--- config.mk ---
export PLATFORM = sky130hd
export DESIGN_NAME = vmlt_ctrl
export DESIGN_NICKNAME = d
export VERILOG_FILES = /design/src/hw/rtl/vmlt_pkg.sv /design/src/hw/rtl/vmlt_ctrl.sv
export SDC_FILE = /design/constraint.sdc
export NUM_CORES = 1
export LEC_CHECK = 0
export ABC_AREA = 1
export BUFFER_PORTS_ARGS = -buffer_cell sky130_fd_sc_hd__buf_2
export CORE_AREA = 2 2 39 41
export CTS_BUF_LIST = sky130_fd_sc_hd__clkbuf_8
export DETAILED_ROUTE_END_ITERATION = 12
export DIE_AREA = 0 0 41 43
export HOLD_SLACK_MARGIN = 0.03
export PLACE_DENSITY = 0.58
export SYNTH_ARGS = -nofsm -noshare
export SYNTH_HDL_FRONTEND = slang
export SYNTH_SLANG_ARGS = --single-unit
--- constraint.sdc ---
create_clock -name clk -period 2.32 [get_ports clk]
set_input_delay 0.116 -clock clk [delete_from_list [all_inputs] [get_ports clk]]
set_output_delay 0.116 -clock clk [all_outputs]
set_load 0.02 [all_outputs]
--- src/hw/rtl/vmlt_pkg.sv ---
// Shared types, constants and control structs of the VLAN MAC learning table
package vmlt_pkg;

    localparam int TABLE_DEPTH_DEF = 64;
    localparam int PORT_COUNT_DEF  = 16;
    localparam int TIME_BITS_DEF   = 32;

    localparam int MAC_W   = 48;
    localparam int VLAN_W  = 12;
    localparam int PORT_W  = 4;
    localparam int NOW_W   = 32;
    localparam int AGING_W = 32;

    localparam logic [AGING_W-1:0] AGING_RESET = 32'd300;
    localparam logic [MAC_W-1:0]   MAC_BCAST   = {MAC_W{1'b1}};

    localparam logic [1:0] ACT_LOOKUP = 2'd0;
    localparam logic [1:0] ACT_LEARN  = 2'd1;
    localparam logic [1:0] ACT_FLUSH  = 2'd2;
    localparam logic [1:0] ACT_COPY   = 2'd3;

    typedef struct packed {
        logic [1:0]        action;
        logic [MAC_W-1:0]  mac;
        logic [VLAN_W-1:0] vlan_id;
        logic [PORT_W-1:0] port;
        logic [PORT_W-1:0] dest_port;
        logic [NOW_W-1:0]  now;
    } req_t;

    typedef struct packed {
        logic [PORT_W-1:0] out_port;
        logic              hit;
        logic              refreshed;
        logic              table_full;
        logic              last;
    } rsp_t;

    typedef struct packed {
        logic load;
        logic rd;
        logic step;
        logic f_step;
        logic eval;
        logic hit;
        logic ins;
        logic cp_wr;
        logic full_set;
        logic fin;
    } cmd_t;

    typedef struct packed {
        logic [1:0] act;
        logic       match;
        logic       skip;
        logic       last;
        logic       f_last;
        logic       f_free;
        logic       pend_v;
        logic       out_free;
        logic       found;
        logic       free_v;
    } sts_t;

endpackage

--- src/hw/rtl/vmlt_ctrl.sv ---
// Controller state machine sequencing the slot scan of each request
module vmlt_ctrl
    import vmlt_pkg::*;
(
    input  logic clk,
    input  logic rst_n,
    input  logic req_valid,
    output logic req_ready,
    input  sts_t sts,
    output cmd_t cmd
);

    localparam logic [2:0] ST_IDLE = 3'd0;
    localparam logic [2:0] ST_RD   = 3'd1;
    localparam logic [2:0] ST_EV   = 3'd2;
    localparam logic [2:0] ST_FIND = 3'd3;
    localparam logic [2:0] ST_INS  = 3'd4;
    localparam logic [2:0] ST_FIN  = 3'd5;

    logic [2:0] state_reg;
    logic [2:0] state_next;
    logic [2:0] adv_state;

    assign req_ready = (state_reg == ST_IDLE);

    always_comb
    begin
        if (sts.last)
        begin
            adv_state = (sts.act == ACT_LEARN) ? ST_INS : ST_FIN;
        end
        else
        begin
            adv_state = ST_RD;
        end
    end

    always_comb
    begin
        cmd        = '0;
        state_next = state_reg;
        case (state_reg)
            ST_IDLE:
            begin
                if (req_valid)
                begin
                    cmd.load   = 1'b1;
                    state_next = ST_RD;
                end
            end
            ST_RD:
            begin
                if (sts.skip)
                begin
                    state_next = ST_FIN;
                end
                else
                begin
                    cmd.rd     = 1'b1;
                    state_next = ST_EV;
                end
            end
            ST_EV:
            begin
                if (sts.act == ACT_COPY && sts.match)
                begin
                    state_next = ST_FIND;
                end
                else if (!(sts.act == ACT_LOOKUP && sts.match && sts.pend_v && !sts.out_free))
                begin
                    cmd.eval   = 1'b1;
                    cmd.hit    = (sts.act == ACT_LOOKUP) && sts.match;
                    cmd.step   = !sts.last;
                    state_next = adv_state;
                end
            end
            ST_FIND:
            begin
                if (sts.f_free)
                begin
                    cmd.cp_wr  = 1'b1;
                    cmd.step   = !sts.last;
                    state_next = adv_state;
                end
                else if (sts.f_last)
                begin
                    cmd.full_set = 1'b1;
                    state_next   = ST_FIN;
                end
                else
                begin
                    cmd.f_step = 1'b1;
                end
            end
            ST_INS:
            begin
                if (!sts.found)
                begin
                    cmd.ins      = sts.free_v;
                    cmd.full_set = !sts.free_v;
                end
                state_next = ST_FIN;
            end
            ST_FIN:
            begin
                if (sts.out_free)
                begin
                    cmd.fin    = 1'b1;
                    state_next = ST_IDLE;
                end
            end
            default:
            begin
                state_next = ST_IDLE;
            end
        endcase
    end

    always_ff @(posedge clk or negedge rst_n)
    begin
        if (!rst_n)
        begin
            state_reg <= ST_IDLE;
        end
        else
        begin
            state_reg <= state_next;
        end
    end

endmodule

==> qor.txt, run 1 <==
slowest stage delay, CP: 0.48 ns
# rows: 14
Worst setup SP type: flip-flop
crit share post-route: 0.678
Final Cell Area: 591 um^2
Routed Antenna Nets: 0
Clock power frac: 0.238
pwr dens: 1080 mW/mm^2
# diodes: 0
setup violators final: 0
Worst Path Required: 2.20 ns
WL/cell: 9.37 um
Syn Nets: 84
Synth area leader: dfrtp_1
flop-to-flop setup slack: 1.11 ns
Max Transition Viols Final: 0
filler instances: 157
Final Hold Vio Count: 0
Max Clk Rate: 0.635 GHz
Clk pin slew, worst setup/hold paths: 0.03 ns
DP HPWL: 876 um
Synth Flop Type: dfrtp_1
synth warn: 0
Most common cell on crit path: nor2_1
worst hold path class: in -> async
Seq/Total Area, Yosys: 0.185
DR vias/cell: 4.57
count leader, synth: nor2_1
slew of the pin with the lowest slew margin: 0.321 ns
DR vias: 521
Starting Density: 0.294
Die ar.: 0.00176 mm^2
asr flop ratio synth: 1.00
Root Buffer: clkbuf_8
clk_lat worst skew: 0.22 ns
CP arrival: 1.46 ns
final WL: 1070 um
Post-Place Cells: 109
post-layout min period: 1.57 ns
Crit Path Class: reg -> out
Yosys reg bits: 3
largest net degree at the start of global routing: 9
vias in the first global route: 433
CP Cell Sequence: nor2_1, inv_2, nor2_1, nand2_1, o21ai_1, buf_2
Nets: 113
EDFF count, synth: 0
Clock Skews: 0.00418 ns
cts hold-fix bufs: 1
Yosys top cell area share: 0.185
Core Area: 0.00138 mm^2
Largest register FFs: 3
relative max-transition margin: 0.786
Setup Buffers After CTS: 0
antenna violations before repair: 0
CP max-delay cell: dfrtp_1
CP Capture Type: output port
chip width: 41 um
area growth from synthesis to layout: 45.2%
layout cells sized above 1: 0.398
CP max FO: 8
CTS Buffer Depth: 2
distinct cell type count after synthesis: 18
Synth Instances: 70
total global routing overflow: 0
Reg power frac: 0.204
Tot GR Track Use: 0.154
CTS sink count: 3
Area contributors post-synth: dfrtp_1, nor2_1, nand3_1
PortBufs: 24
Leakage: 0.360 nW
DP Area: 536 um^2
Avg Cell Area, Syn: 5.81 um^2
first-pass GRT wire length: 1820 um
gpl congestion: 0.815
Resized cells post-CTS: 0
Int Power: 0.000319 W
DR DRC count: 0
H-tree lvl count: 1
switching portion of total power: 0.502
CTS tree: done
Finished Layout Cells: 114
maxcap violations: 0
TritonCTS buffer count: 3
RSZ-0062 raised after global routing: false
Starting DRT DRC Count: 8
most frequent cells after synthesis: nor2_1, nand2_1, inv_1
cell area after synthesis: 407 um^2
Top-Level Pins: 25
Peak VDD IR: 476 uV
Net Switching: 0.000321 W
total negative slack: 0 ns
1st-pass router iterations: 4
status: finished, final reports clean
DIE HEIGHT: 43 um
Comb pwr share: 0.557
layout by cell type, fill, tap and decap left out:
| master | instances |
|---|---|
| nor2_4 | 2 |
| dfrtp_1 | 3 |
| o21bai_1 | 1 |
| nor4_1 | 2 |
| nand3_1 | 9 |
| a21oi_1 | 1 |
| nand2_1 | 11 |
| nand2_4 | 1 |
| dlygate4sd3_1 | 1 |
| nor2_2 | 3 |
| nand3_2 | 1 |
| inv_1 | 11 |
| inv_2 | 3 |
| nor2_1 | 15 |
| buf_2 | 24 |
| nand4_1 | 3 |
| nor3_1 | 1 |
| clkbuf_8 | 3 |
| o21ai_1 | 1 |
| nand2_2 | 2 |
worst max-delay path, delay by kind of cell, from the launching register on:
kind | cells | cell delay (ns)
AO/OA/AOI/OAI | 1 | 0.10
flip-flops | 1 | 0.48
AND/OR/NAND/NOR | 3 | 0.42
buffers and inverters | 2 | 0.25
through the flow:
| stage | utilization | hold WS (ns) | power, W | worst slack (ns) |
|---|---|---|---|---|
| after floorplan | - | -0.180 | 0.000412 | 0.849 |
| after global placement | 0.387 | -0.0879 | 0.000491 | 0.966 |
| after detailed placement | 0.387 | -0.0848 | 0.000491 | 0.971 |
| after CTS | 0.427 | 0.215 | 0.000652 | 0.734 |
| after global routing | 0.427 | 0.249 | 0.000711 | 0.605 |
| final | 0.427 | 0.234 | 0.000640 | 0.746 |
worst paths after layout:
check | from | to | cells after the start
worst max-delay path | state_reg[0] | cmd[1] | 6
worst min-delay path | rst_n | state_reg[2] | 2
worst max register to register | state_reg[0] | state_reg[2] | 7
worst min register to register | state_reg[2] | state_reg[2] | 2
max in group asynchronous | rst_n | state_reg[1] | 2
min in group clk | sts[2] | state_reg[2] | 4
layer usage:
metal  vias up  routed length [um]  GRT usage
met4         0                  17     0.0600
li1        278                   -          -
met3         2                  77     0.0628
met2        17                 512      0.222
met5         -                   0          0
met1       224                 460      0.197
cell type report:
class | count | area [um^2] | share of cell area
clock buffer | 3 | 41.3 | 0.0699
inverter | 13 | 48.8 | 0.0826
sequential | 3 | 75.1 | 0.127
multi-input combinational | 53 | 272 | 0.460
tap | 16 | 20.0 | 0.0339
clock inverter | 1 | 3.75 | 0.00636
timing repair buffer | 25 | 130 | 0.220
power groups by stage:
stage	sequential (W)	clock [W]	combinational (W)
detailed placement	0.000131	0	0.000360
global placement	0.000132	0	0.000360
finish	0.000131	0.000152	0.000357
floorplan	0.000105	0	0.000308
CTS	0.000131	0.000158	0.000363
global route	0.000137	0.000166	0.000408
logic make-up (layout without fill, tap and decap cells):
family | after synthesis | after routing | synth area share
AOI/OAI and AO/OA | 3 | 3 | 0.0431
buffers and inverters | 14 | 42 | 0.148
DFF | 3 | 3 | 0.185
and+or+nand+nor | 50 | 50 | 0.625
Power figures use the tool's default switching activity.
==> run 2: changes to the inputs <==
- ABC_AREA: 1 -> 0
- PLACE_DENSITY: 0.58 -> 0.57
- clock period: 2.32 -> 1.5 ns (I/O delays scaled with it)
==> qor.txt, run 2 <==
multiplexer area fraction after synthesis: 0
post-synthesis compound-gate area fraction: 0.231
Starting DRT DRC Count: 9
crit share post-route: 0.979
clk_lat worst skew: 0.21 ns
cell family with most CP delay: simple AND/OR/NAND/NOR gates
Core Area: 0.00138 mm^2
Top-Level Pins: 25
area growth from synthesis to layout: 65.3%
Yosys top cell area share: 0.195
gpl congestion: 0.774
CP Cell Sequence: or2b_4, nor4b_4, buf_4
largest net degree at the start of global routing: 13
Max Transition Viols Final: 0
Peak VDD IR: 1180 uV
Setup WS post-layout: 0.0322 ns
TritonCTS buffer count: 3
pwr dens: 1720 mW/mm^2
PortBufs: 24
asr flop ratio synth: 1.00
CP arrival: 1.39 ns
Yosys reg bits: 3
slew of the pin with the lowest slew margin: 0.378 ns
Syn Nets: 65
H-tree lvl count: 1
cell area after synthesis: 385 um^2
antenna violations before repair: 0
count leader, synth: nor2_1
main combinational cell family by area after synthesis: simple AND/OR/NAND/NOR gates
commonest non-fill, non-tap cell in the layout: buf_2
EDFF count, synth: 0
most frequent cells after synthesis: nor2_1, nand2_1, and2_1
Final Hold Vio Count: 0
WL/cell: 12.3 um
Worst Path Required: 1.42 ns
most frequent cells in the layout: buf_2, buf_4, nor2_1, nand2_1, and2_1
slowest stage delay, CP: 0.42 ns
r2r worst-path depth: 5
CP Capture Type: output port
Leakage: 0.328 nW
Worst setup SP type: flip-flop
Clock Skews: 0.00500 ns
M2 GR Usage: 0.256
CTS tree: done
Die ar.: 0.00176 mm^2
Largest register FFs: 3
total negative slack: 0 ns
# diodes: 0
relative max-transition margin: 0.746
DP Area: 523 um^2
grt met1 use: 0.193
Tot GR Track Use: 0.155
1st-pass router iterations: 4
status: finished, final reports clean
CP max FO: 6
final WL: 1220 um
Hold Slack: 0.187 ns
WP depth: 3
Synth Area in Adders: 0
CP max-delay cell: dfrtp_2
DP HPWL: 945 um
Final Cell Area: 637 um^2
maxcap violations: 0
CTS Buffer Depth: 2
worst hold path class: in -> async
Synth Flop Type: dfrtp_1
Starting Density: 0.278
Post-Synth Simple-Gate Area: 0.529
met3 usage: 0.0471
DR vias/cell: 5.05
Seq/Total Area, Yosys: 0.195
DIE HEIGHT: 43 um
RSZ-0062 raised after global routing: true
layout cells sized above 1: 0.506
Routed Antenna Nets: 0
chip width: 41 um
Synth Area in XOR/XNOR: 0
DR DRC count: 0
# rows: 14
vias in the first global route: 435
filler instances: 160
setup violators final: 0
Root Buffer: clkbuf_8
WP buf/inv: 1
CTS sink count: 3
grt peak-use layer: met2
post-layout min period: 1.47 ns
Crit Path Class: reg -> out
Synth Instances: 51
Nets: 98
Synth area leader: dfrtp_1
final core occ: 0.460
DR vias: 500
distinct cell type count after synthesis: 26
Max Clk Rate: 0.681 GHz
DP Worst Slack: 0.103 ns
synth warn: 0
first-pass GRT wire length: 1880 um
Area contributors post-synth: dfrtp_1, o41ai_2, nor2_1
total global routing overflow: 0
Avg Cell Area, Syn: 7.56 um^2
Clk pin slew, worst setup/hold paths: 0.03 ns
-- run 2: cell count changes after synthesis, moves of 3 or more --
| cell | before | now |
|---|---|---|
| and2_1 | 0 | 4 |
| inv_1 | 10 | 2 |
| inv_2 | 3 | 0 |
| nand2_1 | 11 | 6 |
| nand3_1 | 9 | 2 |
| nand4_1 | 3 | 0 |
| nor2_1 | 15 | 7 |
| nor2_2 | 3 | 0 |
| nor2b_1 | 0 | 3 |
-- run 2: path summary, 6_finish.rpt --
path	from	slack [ns]	end
max in group asynchronous	rst_n	1.19	state_reg[2]
max	state_reg[2]	0.03	cmd[3]
min reg2reg	state_reg[1]	0.65	state_reg[2]
min	rst_n	0.19	state_reg[1]
max reg2reg	state_reg[2]	0.13	state_reg[2]
min in group clk	sts[2]	0.23	state_reg[2]
-- run 2: layout make-up --
class	count	area (um^2)	area share
multi-input combinational	44	313	0.491
timing repair buffer	30	173	0.271
sequential	3	78.8	0.124
clock buffer	3	41.3	0.0648
tap	16	20.0	0.0314
inverter	2	7.51	0.0118
clock inverter	1	3.75	0.00589
-- run 2: power by group --
group	total [W]	internal [W]	switching [W]
Sequential	0.000172	0.000127	0.0000457
Combinational	0.000695	0.000321	0.000374
Clock	0.000226	0.000174	0.0000523
-- run 2: what timing repair did --
| item | 4_1_cts | 5_1_grt |
|---|---|---|
| gates resized for setup | 6 | 3 |
| hold buffers | 1 | 0 |
| pin swaps | 0 | 1 |
| buffers inserted | 3 | 1 |
| endpoints found under the setup margin | 5 | 5 |
| cloned | 0 | 0 |
| endpoints found under the hold margin | 3 | 0 |
-- run 2: per-layer routing --
layer | up-vias | share of wire | routed length [um]
li1 | 253 | - | -
met1 | 226 | 0.39 | 473
met2 | 21 | 0.53 | 647
met3 | 0 | 0.082 | 100
met4 | 0 | 0 | 0
met5 | - | 0 | 0
-- run 2: kinds of logic after synthesis --
family / count (synthesis)
AO/OA/AOI/OAI: 10
buffers and inverters: 4
flip-flops: 3
AND/OR/NAND/NOR: 34
-- run 2: worst register-to-register path, cell delays in order (launching register included) --
cell and delay (ns):
dfrtp_2 0.44, buf_4 0.16, nand2b_1 0.06, a21oi_1 0.06, a311oi_1 0.37, o32ai_1 0.14
-- run 2: per-stage QoR --
| step | total power (W) | instances |
|---|---|---|
| global placement | 0.000723 | 90 |
| CTS | 0.00106 | 98 |
| floorplan | 0.000572 | 51 |
| finish | 0.00109 | 99 |
| global route | 0.00119 | 99 |
| detailed placement | 0.000734 | 90 |
